### src/hw/rtl/spd_pkg.sv
// Shared types and constants for the sensor packet deframer.
`default_nettype none

package spd_pkg;

   // Default build-time limits
   localparam int MAX_SENSORS_DEFAULT = 32;
   localparam int MAX_CHUNKS_DEFAULT  = 64;

   localparam logic [3:0] TYPE_CODE_RESET = 4'd2;

   // Header byte positions
   localparam logic [3:0] POS_TYPE     = 4'd0;
   localparam logic [3:0] POS_VERSION  = 4'd1;
   localparam logic [3:0] POS_TIME_LO  = 4'd2;
   localparam logic [3:0] POS_TIME_HI  = 4'd5;
   localparam logic [3:0] POS_CHUNKS   = 4'd6;
   localparam logic [3:0] POS_SENSORS  = 4'd7;
   localparam logic [3:0] POS_BODY     = 4'd8;

   localparam int HEADER_BYTES    = 8;
   localparam int CHUNK_HEAD_BYTES = 4;
   localparam int DATAPOINT_BYTES = 5;

   localparam logic [2:0] FIELD_LAST_TIME  = 3'd3;
   localparam logic [2:0] FIELD_LAST_VALUE = 3'd4;

   // Result kinds
   localparam logic KIND_DATAPOINT = 1'b0;
   localparam logic KIND_STATUS    = 1'b1;

   // Status codes
   localparam logic [2:0] STATUS_OK          = 3'd0;
   localparam logic [2:0] STATUS_BAD_HEADER  = 3'd1;
   localparam logic [2:0] STATUS_BAD_SENSORS = 3'd2;
   localparam logic [2:0] STATUS_BAD_CHUNKS  = 3'd3;
   localparam logic [2:0] STATUS_TRUNCATED   = 3'd4;

   typedef struct packed {
      logic [7:0]  data_byte;
      logic        start_of_packet;
      logic [15:0] packet_length;
   } req_type;

   typedef struct packed {
      logic        result_kind;
      logic [2:0]  status_code;
      logic [7:0]  packet_version;
      logic [31:0] packet_time;
      logic [5:0]  chunk_number;
      logic [31:0] chunk_time;
      logic [4:0]  sensor_number;
      logic [7:0]  sensor_tag;
      logic [31:0] sensor_value;
      logic        last_of_packet;
   } rsp_type;

endpackage

`default_nettype wire

### src/hw/rtl/spd_parser.sv
// Per-byte packet parser: header checks, chunk and datapoint assembly.
`default_nettype none

module spd_parser #(
   parameter int MAX_SENSORS = spd_pkg::MAX_SENSORS_DEFAULT,
   parameter int MAX_CHUNKS  = spd_pkg::MAX_CHUNKS_DEFAULT
) (
   input  wire logic             clock,
   input  wire logic             reset,
   input  wire logic             step,
   input  wire spd_pkg::req_type item,
   input  wire logic [3:0]       type_code,
   output spd_pkg::rsp_type      result,
   output logic                  result_valid
);

   localparam int SCW   = $clog2(MAX_SENSORS + 1);
   localparam int CCW   = $clog2(MAX_CHUNKS + 1);
   localparam int EXP_W = $clog2(spd_pkg::HEADER_BYTES + MAX_CHUNKS *
                         (spd_pkg::CHUNK_HEAD_BYTES + spd_pkg::DATAPOINT_BYTES * MAX_SENSORS) + 1);

   logic [3:0]     pos_ff, pos_in;
   logic [15:0]    length_ff, length_in;
   logic [7:0]     version_ff, version_in;
   logic [31:0]    ptime_ff, ptime_in;
   logic [7:0]     chunk_total_ff, chunk_total_in;
   logic [7:0]     sensor_total_ff, sensor_total_in;
   logic [CCW-1:0] chunk_cnt_ff, chunk_cnt_in;
   logic [SCW-1:0] sensor_cnt_ff, sensor_cnt_in;
   logic [2:0]     field_ff, field_in;
   logic [31:0]    ctime_ff, ctime_in;
   logic [7:0]     tag_ff, tag_in;
   logic [23:0]    value_ff, value_in;
   logic           done_ff, done_in;
   logic           chunk_head_ff, chunk_head_in;

   logic [7:0]       b;
   logic             sop;
   logic [3:0]       pos;
   logic [1:0]       lane;
   logic [EXP_W-1:0] expected;
   logic [8:0]       sensor_next_ext, chunk_next_ext;
   logic             last_sensor, last_chunk;
   logic [CCW+5:0]   chunk_num_ext;
   logic [SCW+4:0]   sensor_num_ext;

   assign b   = item.data_byte;
   assign sop = item.start_of_packet;
   assign pos = sop ? spd_pkg::POS_TYPE : pos_ff;
   assign lane = pos[1:0] + 2'd2;

   assign expected = EXP_W'(spd_pkg::HEADER_BYTES) + EXP_W'(chunk_total_ff) *
                     (EXP_W'(spd_pkg::CHUNK_HEAD_BYTES) +
                      EXP_W'(spd_pkg::DATAPOINT_BYTES) * EXP_W'(b));

   assign sensor_next_ext = 9'(sensor_cnt_ff) + 9'd1;
   assign chunk_next_ext  = 9'(chunk_cnt_ff) + 9'd1;
   assign last_sensor     = sensor_next_ext >= {1'b0, sensor_total_ff};
   assign last_chunk      = chunk_next_ext >= {1'b0, chunk_total_ff};
   assign chunk_num_ext   = {6'd0, chunk_cnt_ff};
   assign sensor_num_ext  = {5'd0, sensor_cnt_ff};

   always_comb begin
      pos_in          = pos_ff;
      length_in       = length_ff;
      version_in      = version_ff;
      ptime_in        = ptime_ff;
      chunk_total_in  = chunk_total_ff;
      sensor_total_in = sensor_total_ff;
      chunk_cnt_in    = chunk_cnt_ff;
      sensor_cnt_in   = sensor_cnt_ff;
      field_in        = field_ff;
      ctime_in        = ctime_ff;
      tag_in          = tag_ff;
      value_in        = value_ff;
      done_in         = done_ff;
      chunk_head_in   = chunk_head_ff;
      result          = '0;
      result_valid    = 1'b0;

      if (step && (sop || !done_ff)) begin
         if (sop) begin
            length_in     = item.packet_length;
            chunk_cnt_in  = '0;
            sensor_cnt_in = '0;
            field_in      = '0;
            chunk_head_in = 1'b1;
            done_in       = 1'b0;
         end
         if (pos != spd_pkg::POS_BODY) begin
            pos_in = pos + 4'd1;
         end

         if (pos == spd_pkg::POS_TYPE) begin
            if (item.packet_length < 16'(spd_pkg::HEADER_BYTES) || b != {4'd0, type_code}) begin
               result.result_kind    = spd_pkg::KIND_STATUS;
               result.status_code    = spd_pkg::STATUS_BAD_HEADER;
               result.last_of_packet = 1'b1;
               result_valid          = 1'b1;
               done_in               = 1'b1;
            end
         end else if (pos == spd_pkg::POS_VERSION) begin
            version_in = b;
         end else if (pos <= spd_pkg::POS_TIME_HI) begin
            ptime_in[{lane, 3'b000} +: 8] = b;
         end else if (pos == spd_pkg::POS_CHUNKS) begin
            chunk_total_in = b;
         end else if (pos == spd_pkg::POS_SENSORS) begin
            sensor_total_in              = b;
            result.result_kind           = spd_pkg::KIND_STATUS;
            result.packet_version        = version_ff;
            result.packet_time           = ptime_ff;
            result.last_of_packet        = 1'b1;
            // checks in priority order: sensors, chunks, size
            if (b == 8'd0 || b > 8'(MAX_SENSORS)) begin
               result.status_code = spd_pkg::STATUS_BAD_SENSORS;
               result_valid       = 1'b1;
            end else if (chunk_total_ff == 8'd0 || chunk_total_ff > 8'(MAX_CHUNKS)) begin
               result.status_code = spd_pkg::STATUS_BAD_CHUNKS;
               result_valid       = 1'b1;
            end else if (32'(expected) > 32'(length_ff)) begin
               result.status_code = spd_pkg::STATUS_TRUNCATED;
               result_valid       = 1'b1;
            end
            done_in = result_valid;
         end else if (chunk_head_ff) begin
            ctime_in[{field_ff[1:0], 3'b000} +: 8] = b;
            if (field_ff == spd_pkg::FIELD_LAST_TIME) begin
               field_in      = '0;
               chunk_head_in = 1'b0;
            end else begin
               field_in = field_ff + 3'd1;
            end
         end else if (field_ff == 3'd0) begin
            tag_in   = b;
            field_in = 3'd1;
         end else if (field_ff != spd_pkg::FIELD_LAST_VALUE) begin
            value_in[{field_ff[1:0] - 2'd1, 3'b000} +: 8] = b;
            field_in = field_ff + 3'd1;
         end else begin
            // final value byte completes the datapoint
            field_in              = '0;
            result.result_kind    = spd_pkg::KIND_DATAPOINT;
            result.status_code    = spd_pkg::STATUS_OK;
            result.packet_version = version_ff;
            result.packet_time    = ptime_ff;
            result.chunk_number   = chunk_num_ext[5:0];
            result.chunk_time     = ctime_ff;
            result.sensor_number  = sensor_num_ext[4:0];
            result.sensor_tag     = tag_ff;
            result.sensor_value   = {b, value_ff};
            result.last_of_packet = last_sensor && last_chunk;
            result_valid          = 1'b1;
            if (last_sensor && last_chunk) begin
               done_in = 1'b1;
            end else if (last_sensor) begin
               sensor_cnt_in = '0;
               chunk_cnt_in  = chunk_cnt_ff + CCW'(1);
               chunk_head_in = 1'b1;
            end else begin
               sensor_cnt_in = sensor_cnt_ff + SCW'(1);
            end
         end
      end
   end

   always_ff @(posedge clock) begin
      if (reset) begin
         pos_ff          <= spd_pkg::POS_TYPE;
         length_ff       <= '0;
         version_ff      <= '0;
         ptime_ff        <= '0;
         chunk_total_ff  <= '0;
         sensor_total_ff <= '0;
         chunk_cnt_ff    <= '0;
         sensor_cnt_ff   <= '0;
         field_ff        <= '0;
         done_ff         <= 1'b1;
         chunk_head_ff   <= 1'b1;
      end else begin
         pos_ff          <= pos_in;
         length_ff       <= length_in;
         version_ff      <= version_in;
         ptime_ff        <= ptime_in;
         chunk_total_ff  <= chunk_total_in;
         sensor_total_ff <= sensor_total_in;
         chunk_cnt_ff    <= chunk_cnt_in;
         sensor_cnt_ff   <= sensor_cnt_in;
         field_ff        <= field_in;
         done_ff         <= done_in;
         chunk_head_ff   <= chunk_head_in;
      end
   end

   // assembly registers: every byte lane is written before it is read
   always_ff @(posedge clock) begin
      ctime_ff <= ctime_in;
      tag_ff   <= tag_in;
      value_ff <= value_in;
   end

endmodule

`default_nettype wire

### src/hw/rtl/sensor_packet_deframer_core.sv
// Top level of the sensor packet deframer: handshakes, type register, result register.
`default_nettype none

// Takes one packet byte per cycle and gives at most one result per byte: a datapoint when its
// last value byte arrives, or one status result when the header, the counts or the packet size
// fail their checks. Each transfer is parsed in the cycle it is accepted and the result lands in
// a single output register, so the rate is one byte per cycle; req_ready drops only while that
// register is full and not being taken. The result shows on rsp_valid in the cycle after the closing byte is accepted.
// Bytes outside a packet and trailing bytes are dropped without a result.
module sensor_packet_deframer_core #(
   parameter int MAX_SENSORS = spd_pkg::MAX_SENSORS_DEFAULT,
   parameter int MAX_CHUNKS  = spd_pkg::MAX_CHUNKS_DEFAULT
) (
   input  wire logic             clock,
   input  wire logic             reset,
   input  wire logic             req_valid,
   output logic                  req_ready,
   input  wire spd_pkg::req_type req_data,
   output logic                  rsp_valid,
   input  wire logic             rsp_ready,
   output spd_pkg::rsp_type      rsp_data,
   input  wire logic             csr_write_enable,
   input  wire logic [3:0]       csr_write_data
);

   logic [3:0]       type_code_ff, type_code_in;
   logic             rsp_valid_ff, rsp_valid_in;
   spd_pkg::rsp_type rsp_data_ff, rsp_data_in;
   spd_pkg::rsp_type step_result;
   logic             step_result_valid;
   logic             req_transfer;

   assign req_ready    = !rsp_valid_ff || rsp_ready;
   assign req_transfer = req_valid && req_ready;

   spd_parser #(
      .MAX_SENSORS (MAX_SENSORS),
      .MAX_CHUNKS  (MAX_CHUNKS)
   ) u_parser (
      .clock        (clock),
      .reset        (reset),
      .step         (req_transfer),
      .item         (req_data),
      .type_code    (type_code_ff),
      .result       (step_result),
      .result_valid (step_result_valid)
   );

   always_comb begin
      type_code_in = csr_write_enable ? csr_write_data : type_code_ff;
      rsp_data_in  = rsp_data_ff;
      rsp_valid_in = rsp_valid_ff;
      if (req_transfer && step_result_valid) begin
         rsp_data_in  = step_result;
         rsp_valid_in = 1'b1;
      end else if (rsp_ready) begin
         rsp_valid_in = 1'b0;
      end
   end

   always_ff @(posedge clock) begin
      if (reset) begin
         type_code_ff <= spd_pkg::TYPE_CODE_RESET;
         rsp_valid_ff <= 1'b0;
      end else begin
         type_code_ff <= type_code_in;
         rsp_valid_ff <= rsp_valid_in;
      end
   end

   always_ff @(posedge clock) begin
      rsp_data_ff <= rsp_data_in;
   end

   assign rsp_valid = rsp_valid_ff;
   assign rsp_data  = rsp_data_ff;

endmodule

`default_nettype wire
### config.mk
export PLATFORM = sky130hd
export DESIGN_NAME = sensor_packet_deframer_core
export DESIGN_NICKNAME = d
export VERILOG_FILES = /design/src/hw/rtl/spd_pkg.sv /design/src/hw/rtl/spd_parser.sv /design/src/hw/rtl/sensor_packet_deframer_core.sv
export SDC_FILE = /design/constraint.sdc
export NUM_CORES = 1
export LEC_CHECK = 0
export ABC_AREA = 1
export BUFFER_PORTS_ARGS = -buffer_cell sky130_fd_sc_hd__buf_2
export CAP_MARGIN = 20
export CORE_ASPECT_RATIO = 0.5
export CORE_MARGIN = 2
export CORE_UTILIZATION = 35
export CTS_CLUSTER_DIAMETER = 200
export DETAILED_ROUTE_END_ITERATION = 8
export GPL_ROUTABILITY_DRIVEN = 0
export MAX_ROUTING_LAYER = met4
export PLACE_DENSITY = 0.62
export SYNTH_ARGS = -nofsm -noshare
export SYNTH_HDL_FRONTEND = slang
export SYNTH_HIERARCHICAL = 1
export SYNTH_SLANG_ARGS = --single-unit
export TNS_END_PERCENT = 50
### constraint.sdc
create_clock -name clock -period 18.5 [get_ports clock]
set_clock_uncertainty 0.15 [all_clocks]
set_input_delay 1.85 -clock clock [delete_from_list [all_inputs] [get_ports clock]]
set_output_delay 1.85 -clock clock [all_outputs]
set_load 0.02 [all_outputs]
==> flow_summary.toml <==
[power]
clock_power_share_pct = 41.1
p_switching_uw = 363
power.internal_uw = 1090
peakVddDrop_v = 0.0000692
p_sw_share_pct = 25.1
p_seq_share_pct = 49.3
powerDensity_nw_per_um2 = 80.5
combPwrFrac_pct = 9.7
p_leak_uw = 0.00737
tot_pwr_uw = 1450

[route]
route.detailed.drc = 0
drt_first_iter_violations = 925
detailedRoute.firstPassIterationCount = 5
route.vias.total = 11900
routedWlPerCell_um = 16.6
drt_wl_total_um = 40300
antenna_left = 0
route.detailed.vias_per_inst = 4.92

[placed_design]
hpwl_um = 29100
port-buffer-count = 163

[synthesis]
syn-num-nets = 1860
synth_cell_type_count = 42
ys.warnings.count = 6
yosysSeqAreaShare_pct = 49.3
synth.ff_latch_count = 291
synth_area_um2 = 15700
syn_inst = 1683
syn_area_per_cell_um2 = 9.35

[global_route]
grt_max_degree = 75
globalRoute.totalOverflow = 0
first_global_vias = 11600
grtUsageTotal_pct = 17.7
grt_antenna_before_repair = 2
first_pass_grt_wire_length_um = 64200

[sta]
layout_min_cycle_time_ns = 9.92
finalCritPeriodShare_pct = 53.6
timing.max_slew.rel_slack_pct = 34.6
tns_ns = 0
setup_viol_count_final = 0
timing_hold_violations_final = 0
worst-slew-pin-transition_ns = 0.981
unrepaired_setup_endpoints_after_global_routing = "no"
achievable-frequency_mhz = 101
timing.final.max_slew_violations = 0

[layout]
flow.area_growth_from_synthesis_pct = 14.6
final_net_count = 1992
post_route_cells_drive_above_1_share_pct = 13.4

[floorplanning]
fp.dieH_um = 154
die_area_um2 = 46800
die_width_um = 304
design.core.area_um2 = 44000
floorplan.io_pins = 164
placementRows = 54
initial_utilization_pct = 35.8

[setup_path]
r2r_end = "rsp_data[9]$_DFFE_PP_"
critical_path.top_delay_family = "adder cells"
slowest_delay_ns = 0.71
worstPathRequired_ns = 18.55
cp.arrival_ns = 9.97
worstReg2RegStart = "u_parser/chunk_total_ff[3]$_SDFFE_PP0P_"
ff2ff_setup_slack_ns = 11.22
worst_r2r_path_depth = 29
cp-start-kind = "primary input"
timing.critical_path.buf_inv = 10
critical_path_capture_point_type = "register"
timing.critical_path.slowest_stage_cell = "sky130_fd_sc_hd__buf_4"
worstPathMaxFanout = 74
timing.critical_path.mode_cell = "sky130_fd_sc_hd__nand2_1"
critical_path_class = "primary input to register"

[clocking]
count_of_h_tree_levels_built_during_cts = 1
post_cts_sizing_count = 0
path_clk_slew_ns = 0.06
clkLatencyLatePin_ns = 0.57
clock_path_buffers = 3
cts_tree = "yes"
holdBufCountCts = 0
cts_made_buffers = 29
numClockSinks = 291
clockRootBuffer = "sky130_fd_sc_hd__clkbuf_16"
number_of_setup_buffers_added_after_cts = 0

[status]
outcome = "complete, no violations"

[min_path]
worstHoldPathType = "register to register"
worstHoldStart = "u_parser/ptime_ff[6]$_SDFFE_PP0P_"
min_delay_path_depth = 2
min_to = "u_parser/ptime_ff[6]$_SDFFE_PP0P_"

[job]
timing.max_cap.violations = 0
[worst register-to-register path, delay by kind of cell (launching register included)]
family,cells,cell delay [ns]
compound gates,3,0.41
fa+ha+maj,6,2.66
buf+inv,7,1.27
flops,1,0.63
simple gates,13,1.67
[cells in the mapped netlist]
cell type,count,share of area [%]
sky130_fd_sc_hd__nand2_1,253,6.0
sky130_fd_sc_hd__inv_1,249,5.9
sky130_fd_sc_hd__edfxtp_1,192,37
sky130_fd_sc_hd__nor2_1,166,4.0
sky130_fd_sc_hd__a21oi_1,112,3.6
sky130_fd_sc_hd__dfxtp_1,99,13
sky130_fd_sc_hd__nor3b_1,98,4.7
sky130_fd_sc_hd__ha_1,94,7.5
sky130_fd_sc_hd__o21ai_0,81,2.6
sky130_fd_sc_hd__nand3_1,57,1.8
sky130_fd_sc_hd__clkbuf_1,50,1.2
sky130_fd_sc_hd__fa_1,49,6.2
sky130_fd_sc_hd__nand4_1,42,1.7
sky130_fd_sc_hd__nor3_1,41,1.3
sky130_fd_sc_hd__xor2_1,15,0.84
sky130_fd_sc_hd__buf_2,12,0.38
sky130_fd_sc_hd__inv_2,9,0.21
sky130_fd_sc_hd__nand2_2,8,0.32
sky130_fd_sc_hd__clkinv_1,7,0.17
sky130_fd_sc_hd__a31oi_1,6,0.24
sky130_fd_sc_hd__buf_1,6,0.14
sky130_fd_sc_hd__or2_2,4,0.16
sky130_fd_sc_hd__xnor2_1,4,0.22
sky130_fd_sc_hd__nand2_4,3,0.21
sky130_fd_sc_hd__nor2_2,3,0.12
sky130_fd_sc_hd__nor4_1,3,0.12
sky130_fd_sc_hd__nor2_4,2,0.14
sky130_fd_sc_hd__o211ai_1,2,0.095
sky130_fd_sc_hd__o21bai_1,2,0.095
sky130_fd_sc_hd__o31ai_1,2,0.095
sky130_fd_sc_hd__a211oi_1,1,0.048
sky130_fd_sc_hd__a21o_1,1,0.048
sky130_fd_sc_hd__a31o_2,1,0.056
sky130_fd_sc_hd__buf_4,1,0.048
sky130_fd_sc_hd__inv_4,1,0.040
sky130_fd_sc_hd__nand3b_1,1,0.048
sky130_fd_sc_hd__nor3_2,1,0.064
sky130_fd_sc_hd__nor3_4,1,0.10
sky130_fd_sc_hd__nor4_4,1,0.14
sky130_fd_sc_hd__o21a_1,1,0.048
sky130_fd_sc_hd__o21ai_1,1,0.032
sky130_fd_sc_hd__o311ai_0,1,0.056
[through the flow]
| step | std cells | hold WS (ns) | utilization, % | setup slack (ns) | cell area [um2] |
|---|---|---|---|---|---|
| after floorplan | 1683 | 0.281 | - | 5.05 | 15700 |
| after global placement | 2371 | 0.298 | 38.8 | 8.32 | 17100 |
| after detailed placement | 2372 | 0.299 | 38.8 | 8.06 | 17100 |
| after CTS | 2426 | 0.307 | 41.0 | 8.63 | 18000 |
| after global routing | 2428 | 0.331 | 41.0 | 7.93 | 18000 |
| final | 2428 | 0.309 | 41.0 | 8.58 | 18000 |
[how the worst max path moves through the flow]
stage | startpoint | to | cells past startpoint
finish | req_data[17] | rsp_data[9]$_DFFE_PP_ | 39
global route | req_data[17] | rsp_data[7]$_DFFE_PP_ | 39
CTS | req_data[17] | rsp_data[70]$_DFFE_PP_ | 39
detailed placement | req_data[17] | rsp_data[72]$_DFFE_PP_ | 39
global placement | req_data[17] | rsp_data[72]$_DFFE_PP_ | 37
floorplan | req_data[18] | rsp_data[0]$_DFFE_PP_ | 35
[placed cells by master, fill, tap and decap left out, drive strengths merged, types with 2 or more instances in the layout]
| master | n |
|---|---|
| o31ai | 2 |
| nand4 | 42 |
| nor4 | 4 |
| buf | 170 |
| o21ai | 82 |
| edfxtp | 192 |
| dfxtp | 99 |
| nor3 | 43 |
| a31oi | 6 |
| nand3 | 57 |
| inv | 260 |
| nor2 | 171 |
| o21bai | 2 |
| xnor2 | 4 |
| ha | 94 |
| clkbuf | 44 |
| clkinv | 12 |
| fa | 49 |
| diode | 2 |
| a21oi | 112 |
| xor2 | 15 |
| nor3b | 98 |
| or2 | 4 |
| nand2 | 264 |
| bufinv | 3 |
| o211ai | 2 |
[power groups by stage]
stage / sequential, uW / combinational (uW) / clock, uW
after global placement: 729 / 137 / 0
final: 714 / 140 / 595
after global routing: 716 / 155 / 634
after floorplan: 742 / 79.2 / 0
after detailed placement: 729 / 139 / 0
after CTS: 715 / 139 / 606
[layout make-up]
cell class              instances  area, um2
multi-input cells            1057       6710
clock buffers                  44        802
inverters                     266       1000
fillers                      4304      26000
repair buffers                170        866
well taps                     588        736
diodes                          2       5.00
flip-flops and latches        291       7750
clock inverters                10        145
[metal layers]
layer | track usage, % | up-vias | part of all wire (%)
li1 | - | 5837 | -
met1 | 23.0 | 5736 | 44
met2 | 29.7 | 326 | 49
met3 | 2.49 | 49 | 5.6
met4 | 3.67 | 0 | 1.7
met5 | - | - | 0
[logic make-up (layout without fill, tap and decap cells)]
| family | Yosys count | count (layout) | synth area share, % |
|---|---|---|---|
| and+or+nand+nor | 684 | 684 | 20.9 |
| buffers and inverters | 335 | 490 | 8.13 |
| DFF | 291 | 291 | 49.3 |
| AOI/OAI and AO/OA | 211 | 211 | 6.95 |
| adders and majority gates | 143 | 143 | 13.7 |
| xor gates and xnor gates | 19 | 19 | 1.06 |
| other | 0 | 2 | 0 |
[sequential cells by signal, indices dropped and copies added (netlist names), 8 cells and up]
name	flops
u_parser/version_ff	8
rsp_data	128
u_parser/ptime_ff	32
u_parser/sensor_total_ff	8
u_parser/value_ff	24
u_parser/length_ff	16
u_parser/ctime_ff	32
u_parser/chunk_total_ff	8
u_parser/tag_ff	8
(Power assumes the default switching activity.)
